===== config.mk =====
export PLATFORM = sky130hd
export DESIGN_NAME = stri_fifo
export DESIGN_NICKNAME = d
export VERILOG_FILES = /design/src/rtl/core/stri_pkg.sv /design/src/rtl/core/stri_fifo.sv
export SDC_FILE = /design/constraint.sdc
export NUM_CORES = 1
export LEC_CHECK = 0
export CORE_MARGIN = 2
export CORE_UTILIZATION = 30
export CTS_CLUSTER_SIZE = 24
export DETAILED_ROUTE_END_ITERATION = 12
export DONT_BUFFER_PORTS = 1
export GPL_TIMING_DRIVEN = 0
export PLACE_DENSITY = 0.55
export SLEW_MARGIN = 20
export SYNTH_ARGS = -nofsm -noshare
export SYNTH_HDL_FRONTEND = slang
export SYNTH_SLANG_ARGS = --single-unit

===== constraint.sdc =====
create_clock -name clk -period 16 [get_ports clk]
set_clock_uncertainty 0.2 [all_clocks]
set_input_delay 2.4 -clock clk [delete_from_list [all_inputs] [get_ports clk]]
set_output_delay 2.4 -clock clk [all_outputs]
set_load 0.1 [all_outputs]

===== src/rtl/core/stri_pkg.sv =====
// Shared constants, widths, register codes and word types for the stereo
// triangulation block. No dependencies; every other file imports this one.
`timescale 1ns / 1ps
`default_nettype none

package stri_pkg;

    localparam int PIXEL_BITS = 12;
    localparam int COORD_BITS = 16;

    // Centre in half pixels: 2*corner + size.
    localparam int CTR_W  = PIXEL_BITS + 2;
    localparam int DH_W   = CTR_W + 1;
    localparam int PP_W   = 16;
    localparam int UV_W   = ((CTR_W + 3 > PP_W) ? CTR_W + 3 : PP_W) + 1;

    localparam int GAIN_W    = 24;
    localparam int SKEW_W    = 18;
    localparam int ZG_W      = 32;
    localparam int ROW_W     = 64;
    localparam int ROT_W     = 16;
    localparam int SKEW_FRAC = 16;

    localparam int XT_W    = UV_W + SKEW_W + 1;
    localparam int XT_LO_W = (XT_W + 1) / 2;
    localparam int XT_HI_W = XT_W - XT_LO_W;
    localparam int PX_LO_W = GAIN_W + XT_LO_W;
    localparam int PX_HI_W = GAIN_W + XT_HI_W;
    localparam int PX_W    = GAIN_W + XT_W;
    localparam int YP_W    = GAIN_W + UV_W;

    localparam int X_SHIFT = 11;
    localparam int Y_SHIFT = 5;
    localparam int Z_SHIFT = 9;
    localparam int NUM_W   = PX_W - X_SHIFT;

    localparam int DIV_STEPS  = 5;
    localparam int DIV_STAGES = (NUM_W + DIV_STEPS - 1) / DIV_STEPS;

    localparam int CAM_LIMIT_LOG = 40;
    localparam int CAM_W         = CAM_LIMIT_LOG + 2;
    localparam int CAM_LO_W      = CAM_W / 2;
    localparam int CAM_HI_W      = CAM_W - CAM_LO_W;
    localparam logic [NUM_W-1:0] CAM_MAX = NUM_W'(1) << CAM_LIMIT_LOG;

    localparam int OUT_FRAC = 30;
    localparam int ACC_W    = ROT_W + CAM_W + 2;
    localparam longint ROUND_ADD = (longint'(1) <<< OUT_FRAC) - 1;
    localparam longint COORD_MAX = (longint'(1) <<< (COORD_BITS - 1)) - 1;
    localparam longint COORD_MIN = -COORD_MAX - 1;

    localparam int FIFO_DEPTH = 4;
    localparam int FIFO_AW    = 2;
    localparam int CNT_W      = FIFO_AW + 1;

    localparam int APB_AW = 6;
    localparam int APB_DW = 64;
    localparam int IDX_LSB = 3;

    typedef enum logic [2:0] {
        REG_BASELINE,
        REG_SKEW,
        REG_Y_GAIN,
        REG_Z_GAIN,
        REG_PRINCIPAL,
        REG_ROW_X,
        REG_ROW_Y,
        REG_ROW_Z
    } reg_idx_t;

    typedef struct packed {
        logic [GAIN_W-1:0] baseline_gain;
        logic [SKEW_W-1:0] skew_ratio;
        logic [GAIN_W-1:0] y_gain;
        logic [ZG_W-1:0]   z_gain;
        logic [2*PP_W-1:0] principal_point;
        logic [ROW_W-1:0]  row_x;
        logic [ROW_W-1:0]  row_y;
        logic [ROW_W-1:0]  row_z;
    } cfg_t;

    // Divide job handed from front to back.
    typedef struct packed {
        logic [NUM_W-1:0] nx;
        logic [NUM_W-1:0] ny;
        logic [NUM_W-1:0] nz;
        logic [CTR_W-1:0] den;
        logic             neg_x;
        logic             neg_y;
        logic             neg_z;
        logic             zero;
    } item_t;

    typedef struct packed {
        logic zero;
        logic neg_x;
        logic neg_y;
        logic neg_z;
    } sb_t;

endpackage

`default_nettype wire


===== src/rtl/core/stri_fifo.sv =====
// Short register queue of divide jobs between front and back ends.
// Uses stri_pkg for the job type and depth.
`timescale 1ns / 1ps
`default_nettype none

module stri_fifo (
    input  logic            clk,
    input  logic            rst_n,
    input  logic            push,
    input  stri_pkg::item_t push_item,
    output logic            full,
    input  logic            pop,
    output stri_pkg::item_t pop_item,
    output logic            not_empty
);
    import stri_pkg::*;

    item_t              mem_reg [FIFO_DEPTH];
    logic [FIFO_AW-1:0] wr_reg, rd_reg;
    logic [CNT_W-1:0]   cnt_reg, cnt_next;

    assign full      = (cnt_reg == CNT_W'(FIFO_DEPTH));
    assign not_empty = (cnt_reg != '0);
    assign pop_item  = mem_reg[rd_reg];

    always_comb
    begin
        cnt_next = cnt_reg;
        if (push && !pop)
            cnt_next = cnt_reg + 1'b1;
        else if (pop && !push)
            cnt_next = cnt_reg - 1'b1;
    end

    always_ff @(posedge clk or negedge rst_n)
    begin
        if (!rst_n)
        begin
            wr_reg  <= '0;
            rd_reg  <= '0;
            cnt_reg <= '0;
        end
        else
        begin
            if (push)
                wr_reg <= wr_reg + 1'b1;
            if (pop)
                rd_reg <= rd_reg + 1'b1;
            cnt_reg <= cnt_next;
        end
    end

    always_ff @(posedge clk)
    begin
        if (push)
            mem_reg[wr_reg] <= push_item;
    end

    a_cnt_range: assert property (@(posedge clk) disable iff (!rst_n)
        cnt_reg <= CNT_W'(FIFO_DEPTH))
        else $error("queue count beyond depth");

    a_ptr_gap: assert property (@(posedge clk) disable iff (!rst_n)
        FIFO_AW'(wr_reg - rd_reg) == cnt_reg[FIFO_AW-1:0])
        else $error("queue pointers disagree with count");

    a_pop_nonempty: assert property (@(posedge clk) disable iff (!rst_n)
        pop |-> not_empty)
        else $error("pop from empty queue");

    a_count_step: assert property (@(posedge clk) disable iff (!rst_n)
        (push && !pop) |=> cnt_reg == $past(cnt_reg) + 1'b1)
        else $error("queue count missed a push");

endmodule

`default_nettype wire


After elaboration in Yosys (flattened, before gate mapping)
Memory sizes are Yosys's and may differ from the RTL's.
Index checks and enable logic that the tools add are counted.
{ "totals": {"n_memories": 1, "latch_bits": 0, "out_inout_bits": 170, "ramBits": 672, "regBits": 7, "elab_cells": 19, "inputBits": 172, "rom_bits": 0} }
{ "memory_table": {"columns": ["name", "depth", "word_bits", "rd", "rd_clocked_by_memory_dff", "wr", "line_no", "text"], "rows": [
  ["mem_reg", 4, 168, 1, 0, 1, "stri_fifo.sv:18", "item_t mem_reg [FIFO_DEPTH];"]
]} }
{ "op_classes": {"div_mod_pow": 0, "magnitude_cmp": 0, "bitwise_logic": 0, "add_sub_neg": 4, "multipliers": 0, "shift": 0, "n_mux": 4, "reduce_logical": 6, "n_eq_ne": 1} }
{ "ops": {"columns": ["cell", "n"], "rows": [
  ["3-bit two-way mux", 2],
  ["2-bit by 1-bit adder with 2-bit output, second input constant", 2],
  ["3-bit by 1-bit adder with 3-bit output, second input constant", 1],
  ["3-bit == test, second input constant", 1],
  ["3-bit nonzero test", 1],
  ["3-bit by 1-bit subtractor with 3-bit output, second input constant", 1],
  ["1-bit logical AND", 2],
  ["1-bit zero test", 2],
  ["1-bit two-way mux", 2],
  ["2-bit nonzero test", 1]
]} }

Depth between registers and ports, before layout
{ "logic_depth": {"depth_word": 4, "depth_mapped": 7, "depth_no_buf": 7} }

Worst setup path after synthesis
No wires, ideal clock.
{ "synth_path": {"path_type": "input-to-reg", "startpoint": "in push", "endpoint": "mem mem_reg[1][0] in the netlist's numbering, enable pin", "arrival_ps": 6224, "required_ps": 15252, "n_path_buf": 0, "setup_slack_ps": 9028, "path_stages": 1, "setup_ps": 548, "cell_sequence": "and2_1"} }
{ "synth_via": {"elab_chain_len": 2} }
{ "synth_lines": {"columns": ["item", "line_no", "text"], "rows": [
  ["start, declared", "stri_fifo.sv:9", "input logic push,"],
  ["1-bit two-way mux", "stri_fifo.sv:55", "if (push)"],
  ["1-bit two-way mux (implied by the code)", "stri_fifo.sv:56", "mem_reg[wr_reg] <= push_item;"],
  ["end, declared", "stri_fifo.sv:18", null]
]} }
Every way passes these cells.

==> summary.md <==
| Metric | Value |
|---|---|
| Max FO, Critical Path | `10` |
| IO buf count | `0` |
| Period minus WS final | `5.42 ns` |
| Hold Vio Cnt, Final | `0` |
| Sum of negative setup slack | `0 ns` |
| Worst path arrival time | `2.82 ns` |
| Seq/Total Area, Yosys | `0.827` |
| Reg2reg path depth | `6` |
| Slew @ Worst Pin | `0.976 ns` |
| Num Clock Sinks | `679` |
| Clk slew on worst S/H paths | `0.06 ns` |
| Antenna violations before repair | `1` |
| Top Usage Layer GRT | `met2` |
| Cts hold-fix bufs | `0` |
| Postcts setup bufs | `0` |
| Yosys warns | `0` |
| Fin cells | `2129` |
| Peak Freq | `185 MHz` |
| Hold path startpoint | `cnt_reg[2]$_DFFE_PN0P_` |
| Largest net degree at the start of global routing | `45` |
| CTS Buf Count | `73` |
| Grt ovf | `0` |
| Setup violations, final | `0` |
| Pre-Repair DR Iteration Count | `4` |
| Die X-Extent | `290 µm` |
| CP Capture Point | `pop_item[19]` |
| CTS resizes | `0` |
| Die area | `84400 µm²` |
| DRT iter0 DRCs | `548` |
| Max-slew violations | `0` |
| CP endpoint kind | `output pin` |
| Critical Path Start Type | `flop` |
| Most frequent cells in the layout | `edfxtp_1 (672), mux4_2 (168), clkbuf_16 (75)` |
| Total Wirelength | `50.3 mm` |
| Final ANT Viol Nets | `0` |
| Clk root buf | `clkbuf_16` |
| Crit Reg-Reg Endpoint | `mem_reg[2][75]$_DFFE_PP_` |
| Most common cell after layout, fill and taps aside | `edfxtp_1` |
| Outcome | `finished, final reports clean` |
| Hold Crit Depth | `1` |
| RSZ-0062 raised after global routing | `no` |
| Fin worst setup slack | `10.58 ns` |
| Crit Reg-Reg Startpoint | `wr_reg[0]$_DFFE_PN0P_` |
| Worst Hold Class | `reg2reg` |
| Start point of the critical path | `rd_reg[1]$_DFFE_PN0P_` |
| CORE AREA | `81700 µm²` |
| GRT Total Usage | `0.119` |
| CTS Buffer Depth | `3` |
| Distinct cells, synth | `19` |
| Synthesized area | `24600 µm²` |
| Core Util, Final | `0.354` |
| Max-cap violations | `0` |
| Slowest CP cell | `mux4_2` |
| First-pass GRT wire length | `73.3 mm` |
| Max-Slew Margin vs Limit | `0.349` |
| CTS tree | `built` |
| Area grow syn2layout | `17.4%` |
| Post-Synthesis Cells | `912` |
| Vias in the first global route | `10700` |
| Reg2Reg Setup Slack | `13.37 ns` |
| GR Layer Usage met1 | `0.132` |
| Met2 layer usage reported by global route | `0.198` |
| Htree depth | `3` |
| Final net count | `1183` |
| Max reg flops | `672` |
| Starting Density | `0.301` |
| Clock latency on the worst-skew pair | `0.60 ns` |
| Post-DP HPWL | `32.1 mm` |
| DR vias/cell | `4.59` |
| #FFs+latches synth | `679` |
| Tcrit/Tclk final | `0.339` |
| GR Util met3 | `0.0596` |
| DRC viols | `0` |
| Slowest stage delay, CP | `0.83 ns` |
| Fillers | `7421` |
| Syn Nets | `1090` |
| Synthesized area per cell | `27.0 µm²` |
| Site Rows | `105` |
| Share of layout cells above drive strength 1 | `0.316` |
| IO Pins | `342` |
| Antenna cells | `0` |
| WP data required | `13.40 ns` |
| Routed len/inst | `23.6 µm` |
| GPL Wtd Cong | `0.690` |
| Die height | `290 µm` |
| Via Count | `9773` |
| Setup WS pre-CTS | `11.09 ns` |
| Placed Instances | `2000` |
| Setup CP Type | `reg2out` |
| Worst path cell trace | `buf_2, clkbuf_1, mux4_2` |
[routing by layer]
metal,share of wire,vias to the layer above
met5,0,-
met4,0.023,0
met3,0.11,77
met2,0.49,309
met1,0.37,5235
li1,-,4152
[kinds of logic after synthesis]
logic type / share of synthesized area
flip-flops: 0.827
multiplexers: 0.154
buffers and inverters: 0.0112
AND/OR/NAND/NOR: 0.00203
XOR/XNOR: 0.00213
adder cells (fa/ha/maj): 0.00335
AO/OA/AOI/OAI: 0.000203
[stage by stage]
stage                     area, µm²  hold WS [ns]
after CTS                     28900         0.282
after global placement        26000         0.270
after floorplan               24600         0.249
final                         28900         0.283
after global routing          28900         0.296
after detailed placement      26400         0.274
[critical path: cells and delay by family (launching register included)]
kind / cells / cell delay [ns]
muxes: 1 / 0.83
DFF: 1 / 0.31
buffers and inverters: 2 / 1.02
[synthesized netlist by cell type]
| cell | n | area [µm²] |
|---|---|---|
| and2_1 | 4 | 25.0 |
| buf_2 | 20 | 100 |
| dfrtp_1 | 7 | 175 |
| or3_1 | 1 | 6.26 |
| nor2_1 | 1 | 3.75 |
| buf_6 | 12 | 135 |
| clkbuf_1 | 5 | 18.8 |
| buf_4 | 1 | 7.51 |
| xnor2_1 | 2 | 17.5 |
| edfxtp_1 | 672 | 20200 |
| nor3b_1 | 1 | 7.51 |
| xor2_1 | 4 | 35.0 |
| mux2_2 | 1 | 11.3 |
| mux4_2 | 168 | 3780 |
| fa_1 | 1 | 20.0 |
| o21ai_0 | 1 | 5.00 |
| ha_1 | 5 | 62.6 |
| inv_1 | 4 | 15.0 |
| nand2_1 | 2 | 7.51 |
[layout make-up]
| class | instances | area (µm²) | share of cell area |
|---|---|---|---|
| clock inverters | 46 | 592 | 0.0205 |
| inverters | 4 | 15.0 | 0.000519 |
| well taps | 1070 | 1340 | 0.0463 |
| plain buffers | 38 | 262 | 0.00905 |
| flip-flops and latches | 679 | 20400 | 0.704 |
| repair buffers | 18 | 435 | 0.0151 |
| multi-input cells | 191 | 4000 | 0.138 |
| clock buffers | 83 | 1910 | 0.0660 |
[how the worst min path moves through the flow]
stage / endpoint / slack [ns]
finish: cnt_reg[2]$_DFFE_PN0P_ / 0.28
floorplan: cnt_reg[2]$_DFFE_PN0P_ / 0.25
global placement: cnt_reg[2]$_DFFE_PN0P_ / 0.27
global route: cnt_reg[2]$_DFFE_PN0P_ / 0.30
detailed placement: cnt_reg[2]$_DFFE_PN0P_ / 0.27
CTS: cnt_reg[2]$_DFFE_PN0P_ / 0.28
Power is not shown: default switching activity piles up to over one toggle a cycle in this logic, so the estimate is an artifact.
