$ cat src/rtl/core/stri_pkg.sv
// Shared constants, widths, register codes and word types for the stereo
// triangulation block. No dependencies; every other file imports this one.
`timescale 1ns / 1ps
`default_nettype none

package stri_pkg;

    localparam int PIXEL_BITS = 12;
    localparam int COORD_BITS = 16;

    // Centre in half pixels: 2*corner + size.
    localparam int CTR_W  = PIXEL_BITS + 2;
    localparam int DH_W   = CTR_W + 1;
    localparam int PP_W   = 16;
    localparam int UV_W   = ((CTR_W + 3 > PP_W) ? CTR_W + 3 : PP_W) + 1;

    localparam int GAIN_W    = 24;
    localparam int SKEW_W    = 18;
    localparam int ZG_W      = 32;
    localparam int ROW_W     = 64;
    localparam int ROT_W     = 16;
    localparam int SKEW_FRAC = 16;

    localparam int XT_W    = UV_W + SKEW_W + 1;
    localparam int XT_LO_W = (XT_W + 1) / 2;
    localparam int XT_HI_W = XT_W - XT_LO_W;
    localparam int PX_LO_W = GAIN_W + XT_LO_W;
    localparam int PX_HI_W = GAIN_W + XT_HI_W;
    localparam int PX_W    = GAIN_W + XT_W;
    localparam int YP_W    = GAIN_W + UV_W;

    localparam int X_SHIFT = 11;
    localparam int Y_SHIFT = 5;
    localparam int Z_SHIFT = 9;
    localparam int NUM_W   = PX_W - X_SHIFT;

    localparam int DIV_STEPS  = 5;
    localparam int DIV_STAGES = (NUM_W + DIV_STEPS - 1) / DIV_STEPS;

    localparam int CAM_LIMIT_LOG = 40;
    localparam int CAM_W         = CAM_LIMIT_LOG + 2;
    localparam int CAM_LO_W      = CAM_W / 2;
    localparam int CAM_HI_W      = CAM_W - CAM_LO_W;
    localparam logic [NUM_W-1:0] CAM_MAX = NUM_W'(1) << CAM_LIMIT_LOG;

    localparam int OUT_FRAC = 30;
    localparam int ACC_W    = ROT_W + CAM_W + 2;
    localparam longint ROUND_ADD = (longint'(1) <<< OUT_FRAC) - 1;
    localparam longint COORD_MAX = (longint'(1) <<< (COORD_BITS - 1)) - 1;
    localparam longint COORD_MIN = -COORD_MAX - 1;

    localparam int FIFO_DEPTH = 4;
    localparam int FIFO_AW    = 2;
    localparam int CNT_W      = FIFO_AW + 1;

    localparam int APB_AW = 6;
    localparam int APB_DW = 64;
    localparam int IDX_LSB = 3;

    typedef enum logic [2:0] {
        REG_BASELINE,
        REG_SKEW,
        REG_Y_GAIN,
        REG_Z_GAIN,
        REG_PRINCIPAL,
        REG_ROW_X,
        REG_ROW_Y,
        REG_ROW_Z
    } reg_idx_t;

    typedef struct packed {
        logic [GAIN_W-1:0] baseline_gain;
        logic [SKEW_W-1:0] skew_ratio;
        logic [GAIN_W-1:0] y_gain;
        logic [ZG_W-1:0]   z_gain;
        logic [2*PP_W-1:0] principal_point;
        logic [ROW_W-1:0]  row_x;
        logic [ROW_W-1:0]  row_y;
        logic [ROW_W-1:0]  row_z;
    } cfg_t;

    // Divide job handed from front to back.
    typedef struct packed {
        logic [NUM_W-1:0] nx;
        logic [NUM_W-1:0] ny;
        logic [NUM_W-1:0] nz;
        logic [CTR_W-1:0] den;
        logic             neg_x;
        logic             neg_y;
        logic             neg_z;
        logic             zero;
    } item_t;

    typedef struct packed {
        logic zero;
        logic neg_x;
        logic neg_y;
        logic neg_z;
    } sb_t;

endpackage

`default_nettype wire

$ cat src/rtl/core/stri_if.sv
// Valid/ready channel interfaces for detection words in and base words out.
// Depends on stri_pkg for field widths.
`timescale 1ns / 1ps
`default_nettype none

interface stri_in_if;
    import stri_pkg::*;
    logic                  valid;
    logic                  ready;
    logic [PIXEL_BITS-1:0] left_box_x;
    logic [PIXEL_BITS-1:0] left_box_y;
    logic [PIXEL_BITS-1:0] left_box_w;
    logic [PIXEL_BITS-1:0] left_box_h;
    logic [PIXEL_BITS-1:0] right_box_x;
    logic [PIXEL_BITS-1:0] right_box_y;
    logic [PIXEL_BITS-1:0] right_box_w;
    logic [PIXEL_BITS-1:0] right_box_h;

    modport source (
        output valid, left_box_x, left_box_y, left_box_w, left_box_h,
               right_box_x, right_box_y, right_box_w, right_box_h,
        input  ready
    );
    modport sink (
        input  valid, left_box_x, left_box_y, left_box_w, left_box_h,
               right_box_x, right_box_y, right_box_w, right_box_h,
        output ready
    );
endinterface


`default_nettype wire

$ cat src/rtl/core/stri_front.sv
// Front end: accepts detection words, forms centres, disparity and the three
// divide numerators, and pushes one divide job per word. Uses stri_pkg, stri_if.
`timescale 1ns / 1ps
`default_nettype none

module stri_front (
    input  logic           clk,
    input  logic           rst_n,
    input  stri_pkg::cfg_t cfg,
    stri_in_if.sink        in_ch,
    input  logic           fifo_full,
    output logic           push,
    output stri_pkg::item_t push_item
);
    import stri_pkg::*;

    logic adv;
    logic s1_v_reg, s2_v_reg, s3_v_reg;

    logic [CTR_W-1:0]        lcx, lcy, rcx;
    logic signed [DH_W-1:0]  dh_next;
    logic signed [UV_W-1:0]  u_next, v_next;

    logic signed [DH_W-1:0]  s1_dh_reg;
    logic signed [UV_W-1:0]  s1_u_reg, s1_vc_reg;

    logic signed [SKEW_W+UV_W-1:0] sv_prod;
    logic signed [XT_W-1:0]        xt_next;
    logic [UV_W-1:0]               vabs;
    logic [YP_W-1:0]               yp_next;

    logic signed [DH_W-1:0]  s2_dh_reg;
    logic signed [XT_W-1:0]  s2_xt_reg;
    logic [YP_W-1:0]         s2_yp_reg;
    logic                    s2_vneg_reg;

    logic [XT_W-1:0]         xtm;
    logic [PX_LO_W-1:0]      px_lo_next;
    logic [PX_HI_W-1:0]      px_hi_next;

    logic signed [DH_W-1:0]  s3_dh_reg;
    logic [PX_LO_W-1:0]      s3_px_lo_reg;
    logic [PX_HI_W-1:0]      s3_px_hi_reg;
    logic [YP_W-1:0]         s3_yp_reg;
    logic                    s3_xneg_reg;
    logic                    s3_vneg_reg;

    logic [PX_W-1:0]         px_sum;
    logic [CTR_W-1:0]        dabs;
    logic                    dzero;

    // Hold the whole front while the queue is full and a job waits.
    assign adv         = !s3_v_reg || !fifo_full;
    assign in_ch.ready = adv;
    assign push        = s3_v_reg && !fifo_full;

    always_comb
    begin
        lcx = CTR_W'({in_ch.left_box_x, 1'b0}) + CTR_W'(in_ch.left_box_w);
        lcy = CTR_W'({in_ch.left_box_y, 1'b0}) + CTR_W'(in_ch.left_box_h);
        rcx = CTR_W'({in_ch.right_box_x, 1'b0}) + CTR_W'(in_ch.right_box_w);
        dh_next = $signed({1'b0, lcx}) - $signed({1'b0, rcx});
        u_next  = $signed(UV_W'({lcx, 3'b000}))
                - $signed(UV_W'(cfg.principal_point[2*PP_W-1:PP_W]));
        v_next  = $signed(UV_W'({lcy, 3'b000}))
                - $signed(UV_W'(cfg.principal_point[PP_W-1:0]));
    end

    always_comb
    begin
        sv_prod = $signed(cfg.skew_ratio) * s1_vc_reg;
        xt_next = (XT_W'(s1_u_reg) <<< SKEW_FRAC) - XT_W'(sv_prod);
        vabs    = UV_W'(s1_vc_reg[UV_W-1] ? -s1_vc_reg : s1_vc_reg);
        yp_next = cfg.y_gain * vabs;
    end

    always_comb
    begin
        xtm        = s2_xt_reg[XT_W-1] ? XT_W'(-s2_xt_reg) : XT_W'(s2_xt_reg);
        px_lo_next = cfg.baseline_gain * xtm[XT_LO_W-1:0];
        px_hi_next = cfg.baseline_gain * xtm[XT_W-1:XT_LO_W];
    end

    always_comb
    begin
        px_sum = PX_W'(s3_px_lo_reg) + (PX_W'(s3_px_hi_reg) << XT_LO_W);
        dabs   = CTR_W'(s3_dh_reg[DH_W-1] ? -s3_dh_reg : s3_dh_reg);
        dzero  = (s3_dh_reg == '0);
        push_item.nx    = px_sum[PX_W-1:X_SHIFT];
        push_item.ny    = NUM_W'(s3_yp_reg) << Y_SHIFT;
        push_item.nz    = NUM_W'(cfg.z_gain) << Z_SHIFT;
        // Keep the divisor nonzero; the result is forced to zero anyway.
        push_item.den   = dzero ? CTR_W'(1) : dabs;
        push_item.neg_x = s3_xneg_reg ^ s3_dh_reg[DH_W-1];
        push_item.neg_y = s3_vneg_reg ^ s3_dh_reg[DH_W-1];
        push_item.neg_z = s3_dh_reg[DH_W-1];
        push_item.zero  = dzero;
    end

    always_ff @(posedge clk or negedge rst_n)
    begin
        if (!rst_n)
        begin
            s1_v_reg <= 1'b0;
            s2_v_reg <= 1'b0;
            s3_v_reg <= 1'b0;
        end
        else if (adv)
        begin
            s1_v_reg <= in_ch.valid;
            s2_v_reg <= s1_v_reg;
            s3_v_reg <= s2_v_reg;
        end
    end

    always_ff @(posedge clk)
    begin
        if (adv)
        begin
            s1_dh_reg    <= dh_next;
            s1_u_reg     <= u_next;
            s1_vc_reg    <= v_next;
            s2_dh_reg    <= s1_dh_reg;
            s2_xt_reg    <= xt_next;
            s2_yp_reg    <= yp_next;
            s2_vneg_reg  <= s1_vc_reg[UV_W-1];
            s3_dh_reg    <= s2_dh_reg;
            s3_px_lo_reg <= px_lo_next;
            s3_px_hi_reg <= px_hi_next;
            s3_yp_reg    <= s2_yp_reg;
            s3_xneg_reg  <= s2_xt_reg[XT_W-1];
            s3_vneg_reg  <= s2_vneg_reg;
        end
    end

endmodule

`default_nettype wire

$ cat src/flat_wrapper.sv
// flat-port wrapper written by rule: the top's interface ports become plain ports
module stri_front_flat import stri_pkg::*;
  (clk, rst_n, cfg, fifo_full, push, push_item, in_ch_valid, in_ch_left_box_x, in_ch_left_box_y, in_ch_left_box_w, in_ch_left_box_h, in_ch_right_box_x, in_ch_right_box_y, in_ch_right_box_w, in_ch_right_box_h, in_ch_ready);
  stri_in_if in_ch_i ();
  input  logic clk;
  input  logic rst_n;
  input  stri_pkg::cfg_t cfg;
  input  logic fifo_full;
  output logic push;
  output stri_pkg::item_t push_item;
  input wire logic [$bits(in_ch_i.valid)-1:0] in_ch_valid;
  input wire logic [$bits(in_ch_i.left_box_x)-1:0] in_ch_left_box_x;
  input wire logic [$bits(in_ch_i.left_box_y)-1:0] in_ch_left_box_y;
  input wire logic [$bits(in_ch_i.left_box_w)-1:0] in_ch_left_box_w;
  input wire logic [$bits(in_ch_i.left_box_h)-1:0] in_ch_left_box_h;
  input wire logic [$bits(in_ch_i.right_box_x)-1:0] in_ch_right_box_x;
  input wire logic [$bits(in_ch_i.right_box_y)-1:0] in_ch_right_box_y;
  input wire logic [$bits(in_ch_i.right_box_w)-1:0] in_ch_right_box_w;
  input wire logic [$bits(in_ch_i.right_box_h)-1:0] in_ch_right_box_h;
  output wire logic [$bits(in_ch_i.ready)-1:0] in_ch_ready;
  assign in_ch_i.valid = in_ch_valid;
  assign in_ch_i.left_box_x = in_ch_left_box_x;
  assign in_ch_i.left_box_y = in_ch_left_box_y;
  assign in_ch_i.left_box_w = in_ch_left_box_w;
  assign in_ch_i.left_box_h = in_ch_left_box_h;
  assign in_ch_i.right_box_x = in_ch_right_box_x;
  assign in_ch_i.right_box_y = in_ch_right_box_y;
  assign in_ch_i.right_box_w = in_ch_right_box_w;
  assign in_ch_i.right_box_h = in_ch_right_box_h;
  assign in_ch_ready = in_ch_i.ready;
  stri_front u_core (.clk(clk), .rst_n(rst_n), .cfg(cfg), .in_ch(in_ch_i), .fifo_full(fifo_full), .push(push), .push_item(push_item));
endmodule
$ cat config.mk
export PLATFORM = sky130hd
export DESIGN_NAME = stri_front_flat
export DESIGN_NICKNAME = d
export VERILOG_FILES = /design/src/rtl/core/stri_pkg.sv /design/src/rtl/core/stri_if.sv /design/src/rtl/core/stri_front.sv /design/src/flat_wrapper.sv
export SDC_FILE = /design/constraint.sdc
export NUM_CORES = 2
export LEC_CHECK = 0
export BUFFER_PORTS_ARGS = -buffer_cell sky130_fd_sc_hd__buf_2
export CAP_MARGIN = 0
export CORE_UTILIZATION = 30
export CTS_BUF_LIST = sky130_fd_sc_hd__clkbuf_8
export DETAILED_ROUTE_END_ITERATION = 16
export PLACE_DENSITY = 0.49
export SYNTH_ARGS = -nofsm -noshare
export SYNTH_HDL_FRONTEND = slang
export SYNTH_SLANG_ARGS = --single-unit
$ cat constraint.sdc
create_clock -name clk -period 20.1 [get_ports clk]
set_input_delay 2.01 -clock clk [delete_from_list [all_inputs] [get_ports clk]]
set_output_delay 2.01 -clock clk [all_outputs]
set_load 0.02 [all_outputs]
# Yosys cells after proc, flatten, opt, wreduce, memory -nomap -nowiden
# Cells that the tools add are included.
dict set report word_totals {
  word_cells 42
  latch_bits 0
  ramBits 0
  mem_count 0
  input_bits 422
  mem_bits_ro 0
  reg_bits 293
}
dict set report op_classes {
  muxes 4
  mul 4
  div_mod_pow 0
  shift 0
  magnitude_cmp 0
  bitwise 2
  reduce_logical 5
  addsub 11
  eq_ne 0
}
# op count
set op_table {}
lappend op_table {{24-bit by 18-bit multiplier with 42-bit output} 2}
lappend op_table {{43-bit by 61-bit adder with 61-bit output} 1}
lappend op_table {{24-bit by 19-bit multiplier with 43-bit output} 1}
lappend op_table {{13-bit by 12-bit adder with 14-bit output} 3}
lappend op_table {{37-bit 2-to-1 mux} 1}
lappend op_table {{37-bit negation} 1}
lappend op_table {{34-bit by 36-bit subtractor with 37-bit output} 1}
lappend op_table {{18-bit by 18-bit multiplier with 36-bit output} 1}
lappend op_table {{17-bit by 16-bit subtractor with 18-bit output} 2}
lappend op_table {{14-bit 2-to-1 mux} 2}
lappend op_table {{18-bit 2-to-1 mux} 1}
lappend op_table {{18-bit negation} 1}
lappend op_table {{15-bit zero test} 1}
lappend op_table {{14-bit by 14-bit subtractor with 15-bit output} 1}
lappend op_table {{14-bit negation} 1}
lappend op_table {{1-bit zero test} 2}
lappend op_table {{1-bit XOR} 2}
lappend op_table {{1-bit logical AND} 1}
lappend op_table {{1-bit logical OR} 1}

# Depth between registers and ports, before layout
dict set report depth {
  word_depth 3
  mapped_depth 34
  mapped_depth_nobuf 33
}

# Worst setup path after synthesis
# OpenSTA, ideal clock, no wires.
dict set report synth_path {
  path_type {in2out}
  start {input fifo_full}
  end {output in_ch_ready}
  stages 1
  slack_ps 10038
  required_ps 18090
  arrival_time_ps 8052
  n_path_buf 0
  cell_sequence {nand2_1}
}
dict set report synth_between {
  elab_chain_len 2
}
# element line_no
set synth_lines {}
lappend synth_lines {{from (decl)} flat_wrapper.sv:8} ;# input logic fifo_full;
lappend synth_lines {{1-bit zero test} stri_front.sv:53} ;# assign adv = !s3_v_reg || !fifo_full;
lappend synth_lines {{1-bit logical OR} stri_front.sv:53}
lappend synth_lines {{to (decl)} flat_wrapper.sv:20} ;# output wire logic [$bits(in_ch_i.ready)-1:0] in_ch_ready;
# No other way between the ends.

# Final worst setup path
dict set report layout_path {
  start {register u_core.s2_xt_reg[6]}
  end {register u_core.s3_px_hi_reg[31], data pin}
}
dict set report layout_between {
  elab_chain_len 3
}
# element line_no
set layout_lines {}
lappend layout_lines {{from (decl)} stri_front.sv:33} ;# logic signed [XT_W-1:0] s2_xt_reg;
lappend layout_lines {{from (signal assigned)} stri_front.sv:124} ;# s2_xt_reg <= xt_next;
lappend layout_lines {{37-bit negation} stri_front.sv:79} ;# xtm = s2_xt_reg[XT_W-1] ? XT_W'(-s2_xt_reg) : XT_W'(s2_xt_reg);
lappend layout_lines {{37-bit 2-to-1 mux} stri_front.sv:79}
lappend layout_lines {{24-bit by 18-bit multiplier with 42-bit output} stri_front.sv:81} ;# px_hi_next = cfg.baseline_gain * xtm[XT_W-1:XT_LO_W];
lappend layout_lines {{named net u_core.px_hi_next[31]} stri_front.sv:39} ;# logic [PX_HI_W-1:0] px_hi_next;
lappend layout_lines {{to (signal assigned)} stri_front.sv:129} ;# s3_px_hi_reg <= px_hi_next;
lappend layout_lines {{to (decl)} stri_front.sv:43} ;# logic [PX_HI_W-1:0] s3_px_hi_reg;
# The timed path passes the listed nets, and every way through them passes these cells.
# A chain may end at the register's enable or synchronous reset.

==> flow_summary.yaml <==
grt:
  grt_pass1_vias: 53276
  overflow: 0
  grt_max_degree: 105
  antenna_found_initial: 31
  track_usage_pct: 16.7
  grt_pass1_wl_um: 301000
synthesis:
  yosys_most_used_dff: "edfxtp_1"
  avgSynthCellArea_sq_um: 9.35
  syn_area_sq_um: 69000
  yosysSeqAreaShare_pct: 12.3
  synth_edf_count: 279
  async_flop_share_pct: 1.06
  synth_cells: 7379
  yosysWarnings: 0
  synth_top_area_cell: "fa_1"
  netlist.area_leader.share_pct: 41.9
  synthDistinctLibCells: 81
  ys_top_cells_by_area: "fa_1 (42%), edfxtp_1 (12%), ha_1 (10%)"
  ys_ff_latch: 282
status:
  outcome: "finished, final reports clean"
clock_network:
  ctsResizeCount: 0
  cts_tree: "done"
  clkSlewWorstSetupHoldPaths_ns: 0.06
  cts_made_buffers: 56
  htree_levels: 2
  cts.sinks: 282
  cts_setup_buffers: 0
  cts_hold_buffers: 0
  clockRootBuffer: "clkbuf_8"
  worstSkewPairLatency_ns: 0.80
  cts_buffer_depth: 3
die:
  core_area_sq_um: 228000
  io_pins: 592
  chipHeight_um: 482
  initial_core_util_pct: 30.3
  die_area_sq_um: 232000
  dieWidth_um: 482
  num_rows: 175
sta:
  setup_tns_ns: 0
  setup_viol: 0
  max_freq_mhz: 104
  finalCritPeriodShare_pct: 47.9
  drv_slew: 0
  timing.final.ws_setup_ns: 10.47
  hold_viol: 0
  tightest_slew_ns: 1.21
  rsz0062_at_grt: "no"
  period_needed_ns: 9.63
  skew_ns: 0.0892
  maxSlewHeadroom_pct: 19.1
setup_path:
  slowest_stage: "o41ai_1"
  rr_worst_depth: 28
  crit_arrival_ns: 10.16
  critPathMaxFanout: 24
  ff2ff_setup_slack_ns: 10.47
  critPathMaxStageDelay_ns: 0.79
  regToRegStartpoint: "u_core.s2_xt_reg[6]"
  critical_path.endpoint_type: "flop"
  required_ns: 20.63
  crit_type: "reg -> reg"
  r2r_end: "u_core.s3_px_hi_reg[31]"
  startpoint_type: "flop"
  critPathMostFrequentCell: "fa_1"
routing:
  detailedRoute.firstPassIterationCount: 5
  via_count: 48407
  first_iter_violations: 2327
  viasPerCell: 4.62
  final_antenna_net_count: 0
  wl_per_cell_um: 17.9
  drc: 0
  routed_wl_um: 188000
job:
  cap_viol_max_count: 0
finish:
  layout_common_cells: "inv_1 (1742), fa_1 (1443), nand2_1 (1109), and2_1 (622), ha_1 (560)"
  num-fill-cells: 23572
  num-nets-final: 9850
  finalInstanceArea_sq_um: 75000
  areaGrowthSynthToFinish_pct: 8.66
  multiInputGateArea_sq_um: 53200
  seq_area_sq_um: 8450
  final_layout_size_suffix_gt1_share_pct: 6.91
  layout_commonest_cell: "inv_1"
hold_path:
  hold_class: "reg -> reg"
  min_from: "u_core.s2_yp_reg[13]"
  holdPathStages: 0
  hold_end: "u_core.s3_yp_reg[13]"
placement:
  dpl.hpwl_um: 142000
  port_buffers: 285
  dpl_cell_area_sq_um: 73800
  pre_cts_ws_ns: 10.61
  routabilityCongestion: 0.838
logic make-up (layout without fill, tap and decap cells):
logic type	after synthesis	in the layout	share of synthesized area, %
simple gates	2132	2132	14.9
xor+xnor	291	291	3.69
mux	4	4	0.0635
fa+ha+maj	2003	2003	52.0
flops	282	282	12.3
other cells	1	30	0.00544
buf+inv	2119	2183	11.9
compound gates	547	547	5.18
critical path: cells and delay by family, from the launching register on:
kind            cells  cell delay, ns
buf+inv             5            0.27
fa+ha+maj           7            3.51
compound gates      7            2.45
xor+xnor            2            0.70
simple gates        7            1.92
flops               1            0.52
layer usage:
metal	GRT usage [%]	routed length (um)	vias up
met4	3.45	3740	16
li1	-	-	22009
met3	2.53	10000	205
met2	28.1	89300	1104
met1	22.5	84900	25073
met5	0	96	-
synthesized netlist by cell type (5+ instances only):
master	number
a21boi_0	11
nor2b_1	45
buf_1	29
inv_1	1736
and3_1	15
nor2_1	127
nor3_1	49
buf_4	68
o2111ai_1	5
a211o_1	8
o21ai_0	101
nand4_1	22
edfxtp_1	279
o41ai_1	8
a21o_1	74
nor3b_1	6
o21a_1	39
buf_2	9
o211ai_1	8
or2_2	10
nor4_1	8
and2_1	622
nand2b_1	23
xor2_1	74
ha_1	560
or4_1	5
fa_1	1443
o22ai_1	5
nand3_1	42
o21bai_1	33
nand2_1	1110
clkbuf_1	276
o31ai_1	20
or3_1	21
a211oi_1	20
a21oi_1	159
a31oi_1	9
xnor2_1	217
area by class of cell:
| cell class | count | share of cell area, % |
|---|---|---|
| diodes | 4 | 0.0134 |
| clock buffers | 56 | 1.03 |
| clock inverters | 45 | 0.466 |
| inverters | 1736 | 8.69 |
| multi-input cells | 5003 | 71.0 |
| flip-flops and latches | 282 | 11.3 |
| well taps | 3009 | 5.02 |
| repair buffers | 346 | 2.53 |
through the flow:
step / hold WS, ns / utilization, % / instances
after floorplan: 0.400 / - / 7404
after global placement: 0.407 / 32.4 / 10376
after detailed placement: 0.405 / 32.4 / 10376
after CTS: 0.411 / 32.9 / 10477
after global routing: 0.427 / 32.9 / 10481
final: 0.410 / 32.9 / 10481
worst max path at each step:
stage                              startpoint                 endpoint  slack, ns  depth (start not counted)
after CTS                 u_core.s2_xt_reg[6]  u_core.s3_px_hi_reg[31]      10.52                         28
after floorplan                     fifo_full              in_ch_ready      10.04                          1
after global routing      u_core.s2_xt_reg[0]  u_core.s3_px_hi_reg[31]       9.93                         29
after detailed placement             cfg[297]     u_core.s2_xt_reg[32]      10.61                         19
final                     u_core.s2_xt_reg[6]  u_core.s3_px_hi_reg[31]      10.47                         28
after global placement    u_core.s2_xt_reg[6]  u_core.s3_px_hi_reg[31]      10.61                         28
Power is left out: the tool's default activity adds up to more than one toggle a clock period on the data nets, which glitch-free logic cannot reach.
